## src/rtl/assert_macros.svh

```systemverilog
`ifndef ASSERT_MACROS_SVH
`define ASSERT_MACROS_SVH

// concurrent check on the rising clock, off while reset is applied
`define SALC_ASSERT(label, clk, rst_n, prop, msg) \
    label: assert property (@(posedge clk) disable iff (!rst_n) prop) else $error(msg);

// implication checked in the cycle after the antecedent, off while reset is applied
`define SALC_ASSERT_NEXT(label, clk, rst_n, ante, cons, msg) \
    label: assert property (@(posedge clk) disable iff (!rst_n) (ante) |=> (cons)) \
        else $error(msg);

`endif

```

## src/rtl/salc_pkg.sv

```systemverilog
package salc_pkg;

    // field widths
    localparam int ADDR_W     = 64;
    localparam int STAMP_W    = 32;
    localparam int CNT_W      = 32;
    localparam int SHIFT_W    = 7;
    localparam int CFG_IDX_W  = 2;
    localparam int CFG_DATA_W = 6;

    // configuration register indexes
    localparam logic [CFG_IDX_W-1:0] CFG_SET_BITS    = 2'd0;
    localparam logic [CFG_IDX_W-1:0] CFG_ACTIVE_WAYS = 2'd1;
    localparam logic [CFG_IDX_W-1:0] CFG_BLOCK_BITS  = 2'd2;

    // configuration reset values
    localparam logic [3:0] SET_BITS_RST    = 4'd4;
    localparam logic [3:0] ACTIVE_WAYS_RST = 4'd1;
    localparam logic [5:0] BLOCK_BITS_RST  = 6'd4;

    // access kinds; the last one is ignored
    typedef enum logic [1:0] {
        ACT_LOAD   = 2'd0,
        ACT_STORE  = 2'd1,
        ACT_MODIFY = 2'd2,
        ACT_NONE   = 2'd3
    } action_t;

    // one cache line as stored in a set row
    typedef struct packed {
        logic               valid;
        logic [ADDR_W-1:0]  tag;
        logic [STAMP_W-1:0] stamp;
    } line_t;

    localparam int LINE_W = $bits(line_t);

    // controller states
    typedef enum logic [1:0] {
        ST_CLEAR,
        ST_IDLE,
        ST_LOOKUP
    } state_t;

    // controller to datapath commands
    typedef struct packed {
        logic clear_step;
        logic accept;
        logic commit;
    } ctrl_cmd_t;

    // datapath to controller status
    typedef struct packed {
        logic clear_last;
    } dp_status_t;

    // saturating add of a small increment
    function automatic logic [CNT_W-1:0] sat_add(input logic [CNT_W-1:0] v,
                                                 input logic [1:0] inc);
        logic [CNT_W:0] sum;
        sum = {1'b0, v} + {{(CNT_W-1){1'b0}}, inc};
        return sum[CNT_W] ? {CNT_W{1'b1}} : sum[CNT_W-1:0];
    endfunction

endpackage

```

## src/rtl/salc_ctrl.sv

```systemverilog
`include "assert_macros.svh"

module salc_ctrl
    import salc_pkg::*;
(
    input  logic       clk,
    input  logic       rst_n,
    input  logic       in_valid,
    output logic       in_stall,
    output logic       out_valid,
    input  logic       out_stall,
    input  dp_status_t status,
    output ctrl_cmd_t  cmd
);

    state_t state_reg;
    state_t state_next;
    logic   out_valid_reg;
    logic   out_valid_next;
    logic   out_free;

    // result slot can take a new result
    assign out_free = !out_valid_reg || !out_stall;

    // next state
    always_comb
    begin
        state_next = state_reg;
        case (state_reg)
            ST_CLEAR:
            begin
                if (status.clear_last)
                begin
                    state_next = ST_IDLE;
                end
            end
            ST_IDLE:
            begin
                if (in_valid)
                begin
                    state_next = ST_LOOKUP;
                end
            end
            ST_LOOKUP:
            begin
                if (out_free)
                begin
                    state_next = ST_IDLE;
                end
            end
            default:
            begin
                state_next = ST_CLEAR;
            end
        endcase
    end

    // command outputs
    always_comb
    begin
        cmd      = '0;
        in_stall = 1'b1;
        case (state_reg)
            ST_CLEAR:
            begin
                cmd.clear_step = 1'b1;
            end
            ST_IDLE:
            begin
                in_stall   = 1'b0;
                cmd.accept = in_valid;
            end
            ST_LOOKUP:
            begin
                cmd.commit = out_free;
            end
            default:
            begin
                cmd = '0;
            end
        endcase
    end

    // result valid flag
    always_comb
    begin
        out_valid_next = out_valid_reg && out_stall;
        if (cmd.commit)
        begin
            out_valid_next = 1'b1;
        end
    end

    always_ff @(posedge clk or negedge rst_n)
    begin
        if (!rst_n)
        begin
            state_reg     <= ST_CLEAR;
            out_valid_reg <= 1'b0;
        end
        else
        begin
            state_reg     <= state_next;
            out_valid_reg <= out_valid_next;
        end
    end

    assign out_valid = out_valid_reg;

    // checks
    `SALC_ASSERT_NEXT(a_commit_shows, clk, rst_n, cmd.commit, out_valid_reg, "commit lost")
    `SALC_ASSERT_NEXT(a_accept_gap, clk, rst_n, cmd.accept, !cmd.accept && state_reg == ST_LOOKUP, "request overlap")
    `SALC_ASSERT(a_rose_commit, clk, rst_n, $rose(out_valid_reg) |-> $past(cmd.commit), "result without commit")
    `SALC_ASSERT(a_no_overwrite, clk, rst_n, (out_valid_reg && out_stall) |-> !cmd.commit, "held result overwritten")
    `SALC_ASSERT_NEXT(a_clear_done, clk, rst_n, state_reg == ST_CLEAR && status.clear_last, state_reg == ST_IDLE, "clear pass stuck")

endmodule

```

## config.mk

```make
export PLATFORM = sky130hd
export DESIGN_NAME = salc_ctrl
export DESIGN_NICKNAME = d
export VERILOG_FILES = /design/src/rtl/salc_pkg.sv /design/src/rtl/salc_ctrl.sv
export VERILOG_INCLUDE_DIRS = /design/src /design/src/rtl
export SDC_FILE = /design/constraint.sdc
export NUM_CORES = 1
export LEC_CHECK = 0
export BUFFER_PORTS_ARGS = -buffer_cell sky130_fd_sc_hd__buf_4
export CELL_PAD_IN_SITES_DETAIL_PLACEMENT = 1
export CELL_PAD_IN_SITES_GLOBAL_PLACEMENT = 1
export CORE_AREA = 2 2 39 41
export DETAILED_ROUTE_END_ITERATION = 8
export DIE_AREA = 0 0 41 43
export MAX_ROUTING_LAYER = met4
export PLACE_DENSITY_LB_ADDON = 0.2
export SLEW_MARGIN = 20
export SYNTH_ARGS = -nofsm -noshare
export SYNTH_HDL_FRONTEND = slang
export SYNTH_SLANG_ARGS = --single-unit
```

## constraint.sdc

```tcl
create_clock -name clk -period 0.8 [get_ports clk]
set_input_delay 0 -clock clk [delete_from_list [all_inputs] [get_ports clk]]
set_output_delay 0 -clock clk [all_outputs]
set_load 0.1 [all_outputs]
```

# Yosys cells after proc, flatten, opt, wreduce, memory -nomap -nowiden
# Cells that the tools add are included.
# classes
eq_ne,5
n_mux,9
n_reduce_logical,6
# op_table
cell,n
$mux W2,3
$ne A2 B2 Y1 const B,3
$pmux W2 S3,1
$mux W1,5
$reduce_and A3 Y1,1
$eq A2 B1 Y1 const B,1
$eq A2 B2 Y1 const B,1
$logic_not A1 Y1,2
$logic_not A2 Y1,1
$logic_and A1 B1 Y1,1
$logic_or A1 B1 Y1,1
# word_totals
regBits,3
input_bits,5
output_inout_bits,5
word_cells,22

# Depth between registers and ports, before layout
# depth
ltp_word,4
depth_mapped,2
ltp_nobuf,2

# Worst setup path before layout
# OpenSTA, ideal clock, no wires.
# synth_timing
path_kind,register to output
start,reg out_valid_reg (netlist: out_valid)
end,out cmd[0] (netlist bit)
t_arrival_ns,2.386
required_time_ns,0.800
slack_ns,-1.586
stages_incl_launch_ff,2
path_buffers,0
path_cell_list,dfrtp_1 a21oi_1
# synth_rtl
element,line,rtl
from (decl),salc_ctrl.sv:18,logic out_valid_reg;
from (signal assigned),salc_ctrl.sv:104,out_valid_reg <= out_valid_next;
to (decl),salc_ctrl.sv:13,output ctrl_cmd_t cmd

==> results.cfg <==
[grt]
antenna_found_initial = 0
grt.overflow.total = 0
grt_pass1_vias = 274
grt_pass1_wl_um = 1070
track_usage = 0.101
grt_max_degree = 6

[worst_setup_path]
crit_path_max_fanout = 5
reg2reg_to = state_reg[1]$_DFFE_PN0P_
cp.depth = 2
cpPeakStageDelay_ns = 0.42
path_buf_inv = 1
startpoint_type = flip-flop
required_ns = 0.80
end_kind = output port
cp_slowest_cell = dfrtp_2
rr_startpoint = state_reg[0]$_DFFE_PN0P_
reg2reg_slack_ns = -0.33
worstRegToRegCells = 4
cp_cell_sequence = and3b_4, buf_12
crit_type = reg2out
critical-path-top-delay-family = flip-flops
crit_arrival_ns = 1.16

[routing]
wl_per_cell_um = 11.1
firstDrtPassIters = 2
ant_nets = 0
vias_per_cell = 3.82
vias = 210
drc = 0
drt_iter0_markers = 3
drt-total-wl_um = 608

[synth]
yosysSeqAreaShare = 0.492
syn-cell-area_um2 = 153
syn_area_per_cell_um2 = 10.2
synth_area_leaders = dfrtp_1 (49%), o32ai_2 (11%), and3b_1 (5.7%), nand2b_2 (5.7%), a21o_1 (4.9%)
syn_inst = 15
synth_fp_nets = 20
synth_cell_types = 11
yosysTopAreaCell = dfrtp_1
ys_warn_count = 0
synth-seq-cells = 3
yosys.area.top_type_share = 0.492

[sta]
hold_viol = 0
rsz0062_at_grt = true
setup_viol = 8
tightestPinTransition_ns = 0.195
slew-limit-headroom = 0.870
finalCriticalPeriod_ns = 1.16
max_freq_mhz = 861
maxSlewViolCount = 0
tns_ns = -2.24
min_period_over_period = 1.45
skew_ns = 0.00227
fin_ws_ns = -0.362

[final_layout]
finalNonFillerCells = 55
nets = 45
fin_util = 0.345
final_common_cell = buf_4
seqCellArea_um2 = 81.3
diodes = 0
multi_input_area_um2 = 111
largest_reg_flops = 2
mostFrequentLayoutCells = buf_4 (8), buf_12 (5), buf_6 (4)
fillers = 157
area_growth_pct = 213
drive_above_1_share = 0.769

[cts]
cts.clk_slew.worst_paths_ns = 0.04
h-tree-depth = 1
clkLatencyLatePin_ns = 0.23
cts_tree = done
numClockSinks = 3
cts_buffers = 3
cts.path.max_buffers = 2
cts-root-buf = clkbuf_4

[die]
initial_core_util = 0.110
core_mm2 = 0.00138
io_pins = 10
die_x_um = 41
rows = 14
die_h_um = 43
die-area_mm2 = 0.00176

[placed_design]
dpl_worst_slack_ns = -0.247
finalWeightedCongestion = 0.714
io_buffers = 9
dp_cells = 45
dp.final_hpwl_um = 411

[hold_path]
hold_path_class = in2async

[flow_run]
maxCapViolCount = 0

[status]
status = complete, but fails checks
violations = negative setup slack
how the worst max path moves through the flow:
| stage | start | to | slack, ns |
|---|---|---|---|
| finish | state_reg[1]$_DFFE_PN0P_ | cmd[1] | -0.36 |
| global route | state_reg[1]$_DFFE_PN0P_ | cmd[1] | -0.39 |
| CTS | state_reg[1]$_DFFE_PN0P_ | cmd[1] | -0.38 |
| detailed placement | out_valid$_DFF_PN0_ | state_reg[0]$_DFFE_PN0P_ | -0.25 |
| global placement | state_reg[1]$_DFFE_PN0P_ | cmd[1] | -0.22 |
| floorplan | out_valid$_DFF_PN0_ | cmd[0] | -0.43 |
timing repair:
action | CTS | global route
pin swaps | 2 | 0
gates cloned | 0 | 0
setup buffers | 1 | 2
hold endpoints to repair | 5 | 0
hold buffers | 3 | 0
endpoints found under the setup margin | 8 | 8
gates resized for setup | 21 | 1
layout make-up:
cell class                 count  share of cell area
clock buffer                   4              0.0550
sequential                     3               0.170
inverter                       1             0.00785
tap                           16              0.0419
multi-input combinational     11               0.233
timing repair buffer          20               0.492
cell usage after synthesis:
cell type and instances:
nand2b_1 1, inv_1 1, and3b_1 1, and3_1 1
dfrtp_1 3, a21oi_1 1, nand2_1 2, o32ai_2 1
nand2b_2 1, nor2_1 2, a21o_1 1
worst register-to-register path, cell delays in order (launching register included):
cell and delay [ns]:
dfrtp_2 0.42, buf_6 0.14, and3b_4 0.19, buf_4 0.13, a21o_1 0.15
routing by layer:
layer	wire, µm	vias to the layer above	global-route usage
met2	362	10	0.150
met3	31	0	0.0471
met1	214	102	0.0839
met5	0	-	-
li1	-	98	-
met4	0	0	0.100
cells by family after synthesis:
logic type,count (synthesis),share of synthesized area
simple gates,8,0.295
flops,3,0.492
compound gates,3,0.189
buf+inv,1,0.0246
stage by stage:
step	area [µm²]	hold slack [ns]
6_report	478	0.105
5_1_grt	478	0.101
4_1_cts	459	0.0921
3_5_place_dp	310	-0.209
3_3_place_gp	310	-0.207
2_1_floorplan	185	-0.296
Power is left out: the tool's default activity adds up to more than one toggle a clock period on the data nets, which glitch-free logic cannot reach.
